**src/sv/rvdec_pkg.sv**
```systemverilog
// ----------------------------------------------------------------------------
// rvdec_pkg
// Shared types and codes for the RV32I instruction decoder.
// ----------------------------------------------------------------------------
package rvdec_pkg;

    localparam int unsigned InstrWidth = 32;
    localparam int unsigned RegWidth   = 5;

    // Major opcodes, bits 6:0
    localparam logic [6:0] OPC_LOAD   = 7'b0000011;
    localparam logic [6:0] OPC_STORE  = 7'b0100011;
    localparam logic [6:0] OPC_ALUI   = 7'b0010011;
    localparam logic [6:0] OPC_ALUR   = 7'b0110011;
    localparam logic [6:0] OPC_BRANCH = 7'b1100011;
    localparam logic [6:0] OPC_JAL    = 7'b1101111;
    localparam logic [6:0] OPC_JALR   = 7'b1100111;
    localparam logic [6:0] OPC_AUIPC  = 7'b0010111;
    localparam logic [6:0] OPC_LUI    = 7'b0110111;

    typedef enum logic [2:0] {
        CLS_LOAD   = 3'd0,
        CLS_STORE  = 3'd1,
        CLS_ALUI   = 3'd2,
        CLS_ALUR   = 3'd3,
        CLS_BRANCH = 3'd4,
        CLS_JUMP   = 3'd5
    } t_class;

    typedef enum logic [5:0] {
        OP_LB    = 6'd0,  OP_LH    = 6'd1,  OP_LW    = 6'd2,  OP_LBU   = 6'd3,
        OP_LHU   = 6'd4,  OP_SB    = 6'd5,  OP_SH    = 6'd6,  OP_SW    = 6'd7,
        OP_ADDI  = 6'd8,  OP_SLTI  = 6'd9,  OP_SLTIU = 6'd10, OP_XORI  = 6'd11,
        OP_ORI   = 6'd12, OP_ANDI  = 6'd13, OP_SLLI  = 6'd14, OP_SRLI  = 6'd15,
        OP_SRAI  = 6'd16, OP_ADD   = 6'd17, OP_SUB   = 6'd18, OP_SLL   = 6'd19,
        OP_SLT   = 6'd20, OP_SLTU  = 6'd21, OP_XOR   = 6'd22, OP_SRL   = 6'd23,
        OP_SRA   = 6'd24, OP_OR    = 6'd25, OP_AND   = 6'd26, OP_BEQ   = 6'd27,
        OP_BNE   = 6'd28, OP_BLT   = 6'd29, OP_BGE   = 6'd30, OP_BLTU  = 6'd31,
        OP_BGEU  = 6'd32, OP_JAL   = 6'd33, OP_JALR  = 6'd34, OP_AUIPC = 6'd35,
        OP_LUI   = 6'd36
    } t_op;

    typedef struct packed {
        t_class                     instr_class;
        t_op                        operation;
        logic [RegWidth-1:0]        dest_reg;
        logic [RegWidth-1:0]        src_reg_a;
        logic [RegWidth-1:0]        src_reg_b;
        logic signed [InstrWidth-1:0] immediate;
        logic                       illegal;
    } t_dec;

endpackage

```
**src/sv/rvdec_decode.sv**
```systemverilog
// ----------------------------------------------------------------------------
// rvdec_decode
// Combinational RV32I decode of one instruction word into class, operation,
// register numbers, immediate and illegal flag.
// ----------------------------------------------------------------------------
module rvdec_decode (
    input  logic [rvdec_pkg::InstrWidth-1:0] i_instr,
    output rvdec_pkg::t_dec                  o_dec
);
    import rvdec_pkg::*;

    // funct3 codes
    localparam logic [2:0] F3_0 = 3'd0;
    localparam logic [2:0] F3_1 = 3'd1;
    localparam logic [2:0] F3_2 = 3'd2;
    localparam logic [2:0] F3_3 = 3'd3;
    localparam logic [2:0] F3_4 = 3'd4;
    localparam logic [2:0] F3_5 = 3'd5;
    localparam logic [2:0] F3_6 = 3'd6;
    localparam logic [2:0] F3_7 = 3'd7;
    // funct7 codes
    localparam logic [6:0] F7_BASE = 7'b0000000;
    localparam logic [6:0] F7_ALT  = 7'b0100000;

    logic [6:0]  opc;
    logic [2:0]  f3;
    logic [6:0]  f7;
    logic [31:0] imm_i, imm_s, imm_b, imm_j, imm_u, imm_sh;
    t_class      cls;
    t_op         op;
    logic [31:0] imm;
    logic        bad;

    assign opc = i_instr[6:0];
    assign f3  = i_instr[14:12];
    assign f7  = i_instr[31:25];

    assign imm_i  = {{20{i_instr[31]}}, i_instr[31:20]};
    assign imm_s  = {{20{i_instr[31]}}, i_instr[31:25], i_instr[11:7]};
    assign imm_b  = {{19{i_instr[31]}}, i_instr[31], i_instr[7], i_instr[30:25],
                     i_instr[11:8], 1'b0};
    assign imm_j  = {{11{i_instr[31]}}, i_instr[31], i_instr[19:12], i_instr[20],
                     i_instr[30:21], 1'b0};
    assign imm_u  = {i_instr[31:12], 12'd0};
    assign imm_sh = {27'd0, i_instr[24:20]};

    always_comb begin
        cls = CLS_JUMP;
        op  = OP_LB;
        imm = '0;
        bad = 1'b0;
        unique case (opc)
            OPC_LOAD: begin
                cls = CLS_LOAD;
                imm = imm_i;
                unique case (f3)
                    F3_0:    op = OP_LB;
                    F3_1:    op = OP_LH;
                    F3_2:    op = OP_LW;
                    F3_4:    op = OP_LBU;
                    F3_5:    op = OP_LHU;
                    default: bad = 1'b1;
                endcase
            end
            OPC_STORE: begin
                cls = CLS_STORE;
                imm = imm_s;
                unique case (f3)
                    F3_0:    op = OP_SB;
                    F3_1:    op = OP_SH;
                    F3_2:    op = OP_SW;
                    default: bad = 1'b1;
                endcase
            end
            OPC_ALUI: begin
                cls = CLS_ALUI;
                imm = imm_i;
                unique case (f3)
                    F3_0: op = OP_ADDI;
                    F3_2: op = OP_SLTI;
                    F3_3: op = OP_SLTIU;
                    F3_4: op = OP_XORI;
                    F3_6: op = OP_ORI;
                    F3_7: op = OP_ANDI;
                    F3_1: begin
                        imm = imm_sh;
                        if (f7 == F7_BASE) op = OP_SLLI;
                        else               bad = 1'b1;
                    end
                    F3_5: begin
                        imm = imm_sh;
                        if (f7 == F7_BASE)     op = OP_SRLI;
                        else if (f7 == F7_ALT) op = OP_SRAI;
                        else                   bad = 1'b1;
                    end
                    default: bad = 1'b1;
                endcase
            end
            OPC_ALUR: begin
                cls = CLS_ALUR;
                if (f7 == F7_BASE) begin
                    unique case (f3)
                        F3_0:    op = OP_ADD;
                        F3_1:    op = OP_SLL;
                        F3_2:    op = OP_SLT;
                        F3_3:    op = OP_SLTU;
                        F3_4:    op = OP_XOR;
                        F3_5:    op = OP_SRL;
                        F3_6:    op = OP_OR;
                        default: op = OP_AND;
                    endcase
                end else if (f7 == F7_ALT && f3 == F3_0) begin
                    op = OP_SUB;
                end else if (f7 == F7_ALT && f3 == F3_5) begin
                    op = OP_SRA;
                end else begin
                    bad = 1'b1;
                end
            end
            OPC_BRANCH: begin
                cls = CLS_BRANCH;
                imm = imm_b;
                unique case (f3)
                    F3_0:    op = OP_BEQ;
                    F3_1:    op = OP_BNE;
                    F3_4:    op = OP_BLT;
                    F3_5:    op = OP_BGE;
                    F3_6:    op = OP_BLTU;
                    F3_7:    op = OP_BGEU;
                    default: bad = 1'b1;
                endcase
            end
            OPC_JAL: begin
                op  = OP_JAL;
                imm = imm_j;
            end
            OPC_JALR: begin
                op  = OP_JALR;
                imm = imm_i;
                if (f3 != F3_0) bad = 1'b1;
            end
            OPC_AUIPC: begin
                op  = OP_AUIPC;
                imm = imm_u;
            end
            OPC_LUI: begin
                op  = OP_LUI;
                imm = imm_u;
            end
            default: bad = 1'b1;
        endcase
        // illegal words report operation 0 and a zero immediate
        if (bad) begin
            op  = OP_LB;
            imm = '0;
        end
    end

    always_comb begin
        o_dec.instr_class = cls;
        o_dec.operation   = op;
        o_dec.dest_reg    = i_instr[11:7];
        o_dec.src_reg_a   = i_instr[19:15];
        o_dec.src_reg_b   = i_instr[24:20];
        o_dec.immediate   = signed'(imm);
        o_dec.illegal     = bad;
    end

endmodule

```
**src/sv/rv32i_instruction_decoder_top.sv**
```systemverilog
// ----------------------------------------------------------------------------
// rv32i_instruction_decoder_top
// RV32I instruction decoder: input register, decode logic, result register.
// ----------------------------------------------------------------------------
//
//  channel   | handshake        | payload
//  ----------+------------------+----------------------------------------------
//  command   | start / busy     | i_instruction
//  result    | o_strobe         | o_instr_class, o_operation, o_dest_reg,
//            |                  | o_src_reg_a, o_src_reg_b, o_immediate,
//            |                  | o_illegal
//
//  - One word per cycle: busy stays low, a word can be started every cycle.
//  - Each word passes start edge -> input register -> result register;
//    o_strobe is high for exactly one cycle per word.
//  - The decode stage (one level of opcode/funct muxing) sets the cycle time.
//  - Synchronous active-low reset clears both valid flags; payload is not reset.
//  - Results cannot be stalled by the receiver, so nothing backs up.
//
module rv32i_instruction_decoder_top (
    input  logic                                   i_clk,
    input  logic                                   i_rst_n,
    input  logic                                   start,
    output logic                                   busy,
    input  logic [rvdec_pkg::InstrWidth-1:0]       i_instruction,
    output logic                                   o_strobe,
    output logic [2:0]                             o_instr_class,
    output logic [5:0]                             o_operation,
    output logic [rvdec_pkg::RegWidth-1:0]         o_dest_reg,
    output logic [rvdec_pkg::RegWidth-1:0]         o_src_reg_a,
    output logic [rvdec_pkg::RegWidth-1:0]         o_src_reg_b,
    output logic signed [rvdec_pkg::InstrWidth-1:0] o_immediate,
    output logic                                   o_illegal
);
    import rvdec_pkg::*;

    logic                  r_in_valid, n_in_valid;
    logic [InstrWidth-1:0] r_instr;
    logic                  r_out_valid, n_out_valid;
    t_dec                  r_dec;
    t_dec                  dec;
    logic                  accept;

    // fully pipelined: never refuses a word
    assign busy   = 1'b0;
    assign accept = start && !busy;

    assign n_in_valid  = accept;
    assign n_out_valid = r_in_valid;

    // input register
    always_ff @(posedge i_clk) begin
        if (!i_rst_n) begin
            r_in_valid <= 1'b0;
        end else begin
            r_in_valid <= n_in_valid;
        end
        if (accept) begin
            r_instr <= i_instruction;
        end
    end

    rvdec_decode u_decode (
        .i_instr (r_instr),
        .o_dec   (dec)
    );

    // result register
    always_ff @(posedge i_clk) begin
        if (!i_rst_n) begin
            r_out_valid <= 1'b0;
        end else begin
            r_out_valid <= n_out_valid;
        end
        if (r_in_valid) begin
            r_dec <= dec;
        end
    end

    assign o_strobe      = r_out_valid;
    assign o_instr_class = r_dec.instr_class;
    assign o_operation   = r_dec.operation;
    assign o_dest_reg    = r_dec.dest_reg;
    assign o_src_reg_a   = r_dec.src_reg_a;
    assign o_src_reg_b   = r_dec.src_reg_b;
    assign o_immediate   = r_dec.immediate;
    assign o_illegal     = r_dec.illegal;

`ifndef SYNTH
    // every result traces back to a start through the input and result registers
    a_strobe_from_start: assert property (@(posedge i_clk) disable iff (!i_rst_n)
        o_strobe |-> $past(start, 2))
        else $error("result strobe without matching start");

    // an accepted word always produces a strobe after the input and result registers
    a_start_to_strobe: assert property (@(posedge i_clk) disable iff (!i_rst_n)
        accept |=> ##1 o_strobe)
        else $error("accepted word produced no result");

    // illegal words carry zero operation and immediate
    a_illegal_zeroed: assert property (@(posedge i_clk) disable iff (!i_rst_n)
        (o_strobe && o_illegal) |-> (o_operation == OP_LB && o_immediate == '0))
        else $error("illegal word with nonzero operation or immediate");

    // register-register operations have no immediate
    a_alur_no_imm: assert property (@(posedge i_clk) disable iff (!i_rst_n)
        (o_strobe && o_instr_class == CLS_ALUR) |-> (o_immediate == '0))
        else $error("register-register operation with nonzero immediate");

    // upper-immediate operations keep the low 12 bits clear
    a_upper_imm: assert property (@(posedge i_clk) disable iff (!i_rst_n)
        (o_strobe && !o_illegal && (o_operation == OP_LUI || o_operation == OP_AUIPC))
        |-> (o_immediate[11:0] == 12'd0))
        else $error("upper immediate has low bits set");
`endif

endmodule

```
**config.mk**
```make
export PLATFORM = sky130hd
export DESIGN_NAME = rv32i_instruction_decoder_top
export DESIGN_NICKNAME = d
export VERILOG_FILES = /design/src/sv/rvdec_pkg.sv /design/src/sv/rvdec_decode.sv /design/src/sv/rv32i_instruction_decoder_top.sv
export SDC_FILE = /design/constraint.sdc
export NUM_CORES = 1
export LEC_CHECK = 0
export BUFFER_PORTS_ARGS = -buffer_cell sky130_fd_sc_hd__clkbuf_2
export CORE_UTILIZATION = 30
export DETAILED_ROUTE_END_ITERATION = 8
export GPL_TIMING_DRIVEN = 0
export PLACE_DENSITY = 0.55
export SYNTH_ARGS = -nofsm -noshare
export SYNTH_HDL_FRONTEND = slang
export SYNTH_SLANG_ARGS = --single-unit
```
**constraint.sdc**
```tcl
create_clock -name i_clk -period 3.8 [get_ports i_clk]
set_input_delay 0.38 -clock i_clk [delete_from_list [all_inputs] [get_ports i_clk]]
set_output_delay 0.38 -clock i_clk [all_outputs]
set_load 0.05 [all_outputs]
```
* After elaboration in Yosys (flattened, before gate mapping) *
Index checks and enable logic that the tools add are counted.

word-level totals
  bits in registers = 91
  output and inout port bits = 59
  memory bits (writable) = 0
  memories = 0
  latch bits = 0
  memory bits (read-only) = 0

operators by class
  multipliers = 0
  shift-type cells = 0
  $lt $le $gt $ge = 0
  mux-type cells = 27
  $add $sub $neg = 0
  bitwise gates (word level) = 0
  equality and inequality tests = 17
  reductions and logical operators = 12
  divide/modulo/power cells = 0

operator list
  operator              count
  $pmux W32 S6          1
  $pmux W6 S9           1
  $pmux W6 S8           1
  $pmux W6 S6           1
  $mux W32              1
  $eq A7 B6 Y1 const B  4
  $pmux W4 S7           1
  $eq A7 B7 Y1 const B  3
  $mux W6               3
  $pmux W3 S5           1
  $eq A7 B5 Y1 const B  2
  $eq A3 B3 Y1 const B  4
  $pmux W3 S4           1
  $mux W1               10
  $mux W5               2
  $pmux W3 S3           1
  $eq A7 B2 Y1 const B  1
  $logic_not A7 Y1      1
  $pmux W1 S7           1
  $eq A3 B2 Y1 const B  2
  $reduce_or A2 Y1      3
  $reduce_or A3 Y1      2
  $reduce_or A6 Y1      1
  $reduce_or A5 Y1      1
  other kinds (6)       7

* Depth between registers and ports, before layout *
Gate-level depths: netlist of the first run.

  word-level depth = 6
  mapped depth = 8
  gate-level depth less buffers = 6

* Modules after synthesis *
Synthesis of the first run repeated with hierarchy kept, for this count alone.

second synthesis, totals
  cells, all modules = 322
  area total of the unflattened synthesis = 4,095.2 um^2

by module, submodules not included
  module                         times used  cells an instance  area an instance (um^2)
  rv32i_instruction_decoder_top  1           95                 2,736.4
  rvdec_decode                   1           227                1,358.8

* Worst setup path before layout of the first run *
OpenSTA, ideal clock, no wires.

  path type = register to register
  from = register r_instr[26]
  to = register r_dec (netlist bit o_illegal), data pin
  path buffers = 2
  data required time = 3.541 ns
  library setup time = 0.259 ns
  clock period less this slack = 2.133 ns
  path slack = 1.667 ns
  arrival time = 1.874 ns
  stages on the path, launching flop included = 8
  cells stage by stage = edfxtp_1 > or4_4 > nor3_4 > o211ai_1 > and3_1 > buf_6 > buf_6 > or2_1

RTL lines
  element                   line                                 text
  start: declaration        rv32i_instruction_decoder_top.sv:38  logic [InstrWidth-1:0] r_instr;
  start signal: assignment  rv32i_instruction_decoder_top.sv:59  r_instr <= i_instruction;
  end signal: assignment    rv32i_instruction_decoder_top.sv:76  r_dec <= dec;
  end: declaration          rv32i_instruction_decoder_top.sv:40  t_dec r_dec;

* Final worst setup path of the first run *
  from = register r_instr[4]
  to = register r_dec (netlist bit o_immediate[28]), data pin

on the way
  cells in the longest elaborated chain, start to end = 3
  elaborated cells between the ends (all ways) = 14
  classes of those cells = eq/ne: 9; mux: 2; reduce/logical: 3

ends and longest elaborated chain
  element                                                                       line                text
  $eq A7 B7 Y1 (tied with other cells)                                          rvdec_decode.sv:52  unique case (opc)
  $reduce_or A3 Y1 (no source line) / $reduce_or A2 Y1 (equally long branches)  -
  $pmux W1 S7 / $pmux W32 S6 (equally long branches)                            rvdec_decode.sv:52

Parallel ways exist; a longest one is shown, timed or not.
A chain may end at the register's enable or synchronous reset.

==> run metrics, run 1 <==
Syn Area/Cell between 10 and 15 um2; ANT cells 0; clock buffer depth 2; outcome finished clean; worst setup path class reg -> reg; Post-CTS Resized 0; Total Wirelength a little over 10,000 um; antenna viol nets, final 0; Avg Vias per Cell 5.069; leakage power total approximately 1.7 nW; IO Pins between 90 and 100; clock slew at reported path FFs ~0.070 ns; wire length per cell around 18 um; minimum clock period around 2.8 ns; share of synthesized area spent on multiplexers less than 1%; hold_buf cts 0; Syn Nets ~340; GR Overflow Total 0; placed insts between 500 and 600; CTS Buf Count 9; power per cell area 477.4 nW/um2; Worst-Margin Slew about 1.1 ns; Syn Inst Count 300; Setup WS post-layout between 1 and 1.5 ns; setup violators final 0; Worst Path Max Fanout 10; Worst R2R Path Depth 6; IO Port Bufs 92; Synth Area in XOR/XNOR 0.4357%; adder-cell area share of the yosys netlist 0%; initial core utilization roughly a third; share of cells above drive strength 1 between 30% and 40%; die width approximately 120 um; worst hold stages 1; Synth Area in Simple Gates around 15%; pre-CTS setup slack between 1 and 1.5 ns; clk sinks 91; Layout Utilization between 30 and 40%; global-route wire length before repair about 16,000 um; final cell count without fillers a little under 600; Placed Area 4717 um2; Min Hold Slack between 0.2 and 0.25 ns; RSZ-0062 raised after global routing no; Worst setup startpoint r_instr[4]; DR vias roughly 2.9k; Power Total 2.389 mW; Clk Latency, worst-skew pair 0.34 ns; CTS tree built; Async S/R FF share, synth 0%; P&R area growth vs syn 24.49%; root buffer cell clkbuf_16; vias in the first global route 2,888; Main synth FF type edfxtp_1; fin nets roughly 440; Netlist cell types 57; final hold vios 0; Crit path arrival time 2.84 ns; mapped cell area slightly above 4000 um2; post-route setup TNS 0 ns; Seq/Total Area, Yosys approximately two thirds; largest net degree at the start of global routing 44; FF-to-FF Start r_instr[4]; GRT Util Overall between 10% and 20%; initial antenna violation count 0; number of post-CTS setup repair buffers 0; Hold WC Path Type in -> reg; Critical Path RT just under 4 ns; Pre-Repair DR Iteration Count 5; Die H around 120 um; endpoint class of the critical path register; number of flops mapped to enable cells by yosys around 90; largest family of logic cells by synthesized area simple AND/OR/NAND/NOR gates; Core ar. approximately 13,000 um2; Final Cell Area between 5000 and 6000 um2; commonest non-fill, non-tap cell in the layout clkbuf_2; Starting DRT DRC Count 274; maximum VDD drop roughly 190 uV; maximum capacitance violations 0; Yosys warnings 0; most frequent cells in the layout clkbuf_2 (92), edfxtp_1 (89), nand2_1 (28); FILL cells roughly 1.3k; maximum clock rate about 0.36 GHz; compound-cell area share of the yosys netlist between 10% and 20%; Startpoint Class register; # rows 41; H-tree depth 3; dpl hpwl ~7300 um; skew final 0.007512 ns; fin crit share 72.88%; drt drc 0; total die area roughly 14,000 um2; Rel. slew slack between 20 and 30%; min-delay src i_instruction[23]; flops & latches, synth 91; max-slew violations 0; gpl congestion around 0.85
==> worst max-delay path, cell delays in order, from the launching register on <==
cell and delay (ns):
edfxtp_1 0.44, nand2b_1 0.27, nor4_1 0.85, a32oi_1 0.17, nand4b_1 0.38, buf_2 0.32
a211oi_1 0.07
==> Yosys cell counts (all sizes together), types with 6 or more instances <==
library cell / count / share of area [%]
nand2: 28 / 2.6
nor3: 15 / 2.1
a22oi: 6 / 1.1
a211oi: 21 / 3.9
nand3: 6 / 0.75
clkbuf: 11 / 1.0
a21oi: 11 / 1.4
buf: 11 / 2.0
edfxtp: 89 / 66
nor4b: 8 / 2.1
nor2: 12 / 1.1
o21ai: 7 / 0.87
==> area by class of cell <==
class                   count  area (um2)  share of cell area [%]
plain buffers              22       122.6                   2.450
flip-flops and latches     91        2714                   54.22
clock inverters             6       48.80                  0.9750
well taps                 172       215.2                   4.300
multi-input cells         181        1162                   23.22
inverters                   6       22.52                  0.4500
clock buffers              10       239.0                   4.775
repair buffers             93       480.5                   9.600
==> logic make-up (layout without fill, tap and decap cells) <==
group / count (synthesis) / after routing
other: 1 / 1
muxes: 1 / 1
DFF: 91 / 91
buffers and inverters: 28 / 137
AOI/OAI and AO/OA: 70 / 70
and+or+nand+nor: 107 / 107
xor gates and xnor gates: 2 / 2
==> layer usage <==
| metal | vias up | wire, um | GRT usage (%) |
|---|---|---|---|
| li1 | 1388 | - | - |
| met1 | 1409 | 4713 | 20.80 |
| met2 | 135 | 4656 | 23.01 |
| met3 | 13 | 679 | 3.682 |
| met4 | 0 | 150 | 5.529 |
| met5 | - | 0 | 0 |
==> where the power goes <==
part / switching, mW / internal [mW]
clock network: 0.385 / 0.468
registers: 0.0394 / 1.17
logic: 0.246 / 0.0788
total: 0.670 / 1.72
==> worst paths after layout <==
path / endpoint / slack [ns]
max reg2reg: o_immediate[28] / 1.03
max: o_immediate[28] / 1.03
min reg2reg: o_src_reg_a[0] / 0.45
min: r_instr[23] / 0.21
Note: power is estimated with default switching activity, not from simulation.
==> run 2, diff against run 1 <==
--- a/config.mk
+++ b/config.mk
@@ -9,7 +9,7 @@
 export CORE_UTILIZATION = 30
 export DETAILED_ROUTE_END_ITERATION = 8
 export GPL_TIMING_DRIVEN = 0
-export PLACE_DENSITY = 0.55
+export PLACE_DENSITY = 0.56
 export SYNTH_ARGS = -nofsm -noshare
 export SYNTH_HDL_FRONTEND = slang
 export SYNTH_SLANG_ARGS = --single-unit
==> constraint.sdc (replaced) <==
create_clock -name i_clk -period 2.4 [get_ports i_clk]
set_input_delay 0.24 -clock i_clk [delete_from_list [all_inputs] [get_ports i_clk]]
set_output_delay 0.24 -clock i_clk [all_outputs]
set_load 0.05 [all_outputs]
==> run 2 against run 1 <==
  * Clock skew fell by 0.00098 ns
  * Via count increased by 1.3%
  * Register-to-register slack lost 0.96 ns
  * Global-route usage rose by 0.46 points
  * Critical endpoint is now o_illegal
  * Clock power up 65%
  * Combinational power is 62% higher
  * Die area is the same
==> run metrics, run 2 (synthesis gave the netlist of run 1 again) <==
Avg Vias per Cell 5.117 (+0.94%); Critical Path RT 2.50 ns (-1.37 ns); H-tree depth 3 (unchanged); leakage power total 1.732 nW (+2.7%); drt drc 0 (unchanged); Total Wirelength 10,470 um (+2.6%); setup violators final 0 (unchanged); share of cells above drive strength 1 35.77% (+5.0 points); WP buf/inv 2 (+1); root buffer cell clkbuf_16; antenna viol nets, final 0 (unchanged); P&R area growth vs syn 27.20%; Setup WS post-layout 0.07077 ns (-0.9598 ns); maximum VDD drop 321.3 uV (+66%); power per cell area 754.4 nW/um2 (+58%); total die area 13,870 um2 (unchanged); maximum capacitance violations 0 (unchanged); Rel. slew slack 42.20% (+14 points); fin nets 441 (+0.46%); Hold WC Path Type in -> reg; final cell count without fillers 583 (+0.34%); clock slew at reported path FFs 0.07 ns (about the same); wire length per cell 17.96 um (+2.3%); GRT Util Overall 15.59% (+0.46 points); Pre-Repair DR Iteration Count 5 (unchanged); minimum clock period 2.329 ns (-0.4402 ns); fin crit share 97.05% (+24 points); GR Overflow Total 0 (unchanged); maximum clock rate 0.4293 GHz (+19%); Die H 117.8 um (unchanged); ANT cells 0 (unchanged); outcome finished clean; FILL cells 1,261 (-0.24%); most frequent cells in the layout clkbuf_2 (99), edfxtp_1 (89), nand2_1 (28); Crit path arrival time 2.43 ns (-0.41 ns); initial core utilization 31.35% (unchanged); pre-CTS setup slack -0.3862 ns (-1.387 ns); gpl congestion 0.8110 (-4.3%); placed insts 565 (unchanged); initial antenna violation count 0 (unchanged); Core ar. 12,820 um2 (unchanged); Crit-path slowest cell or4_4; vias in the first global route 2,950 (+2.1%); IO Port Bufs 92 (unchanged); Starting DRT DRC Count 238 (-13%); endpoint class of the critical path register; DR vias 2,983 (+1.3%); clk sinks 91 (unchanged); global-route wire length before repair 16,420 um (+2.3%); # rows 41 (unchanged); CTS tree built; max-slew violations 0 (unchanged); IO Pins 94 (unchanged); Worst path top cell family by delay simple AND/OR/NAND/NOR gates; CTS Buf Count 9 (unchanged); Startpoint Class register; dpl hpwl 7300 um (+0.15%); final hold vios 0 (unchanged); largest net degree at the start of global routing 44 (unchanged); Clk Latency, worst-skew pair 0.34 ns (about the same); Worst Path Max Fanout 10 (unchanged); skew final 0.006531 ns (-0.0009814 ns); Most common cell on crit path buf_6; die width 117.8 um (unchanged); commonest non-fill, non-tap cell in the layout clkbuf_2; worst setup path class reg -> reg; clock buffer depth 2 (unchanged); Worst-Margin Slew 0.8670 ns (-0.2047 ns); crit path cell chain or4_4 -> nor3_4 -> o211ai_1 -> and3_1 -> buf_6 -> buf_6 -> or2_1; max incr delay on CP 0.58 ns (-0.27 ns)
==> run 2: cell count changes in the layout (fill, tap and decap cells not counted), moves of 2 or more <==
cell	delta
nor3_1	-3
nor2_2	+4
clkbuf_1	-6
buf_4	+3
nor3_2	+3
nor2b_1	-2
clkbuf_2	+7
nor2_1	-4
nor2b_2	+2
nor4_1	-2
==> run 2: path summary, 6_finish.rpt <==
path                                        start  slack, ns  depth (start not counted)             end
worst max register to register        r_instr[26]       0.07                          7       o_illegal
worst min register to register        r_instr[18]       0.45                          0  o_src_reg_a[3]
worst min-delay path            i_instruction[20]       0.07                          1     r_instr[20]
worst max-delay path                  r_instr[26]       0.07                          7       o_illegal
==> run 2: cell type report <==
cell class / count / area (um2) / area share, %
Clock buffer: 11 / 232.7 / 4.551
Tap cell: 172 / 215.2 / 4.208
Timing Repair Buffer: 96 / 503.0 / 9.836
Inverter: 6 / 22.52 / 0.4404
Clock inverter: 5 / 60.06 / 1.174
Sequential cell: 91 / 2714 / 53.07
Multi-Input combinational cell: 181 / 1239 / 24.22
Buffer: 21 / 127.6 / 2.496
==> run 2: report_power, final <==
group | total [mW] | switching (mW) | internal, mW
registers | 1.92 | 0.0668 | 1.86
clock network | 1.41 | 0.594 | 0.814
logic | 0.526 | 0.396 | 0.130
total | 3.86 | 1.06 | 2.80
==> run 2: metrics by stage <==
step                util, %  cell area (um2)  setup TNS, ns  hold slack (ns)  power (mW)
floorplan                 -             4020              0           0.3389       2.302
global placement      36.61             4696         -9.882           0.4178       2.468
detailed placement    36.78             4717         -9.033           0.4186       2.467
CTS                   39.50             5066              0          0.05608       3.894
global route          39.87             5114       -0.06689          0.05367       4.002
finish                39.87             5114              0          0.06863       3.858
==> run 2: timing repair <==
| action | CTS | global route |
|---|---|---|
| hold endpoints to repair | 0 | 0 |
| hold buffers | 0 | 0 |
| setup endpoints to repair | 36 | 35 |
| pin swaps | 1 | 2 |
| setup buffers | 1 | 2 |
| gates resized for setup | 8 | 22 |
==> run 2: metal layers <==
| layer | vias to the layer above | wire length, um | global-route usage [%] | share of wire [%] |
|---|---|---|---|---|
| li1 | 1395 | - | - | - |
| met1 | 1449 | 4930 | 21.59 | 47 |
| met2 | 125 | 4638 | 22.72 | 44 |
| met3 | 14 | 696 | 3.585 | 6.6 |
| met4 | 0 | 204 | 7.853 | 1.9 |
| met5 | - | 0 | 0 | 0 |
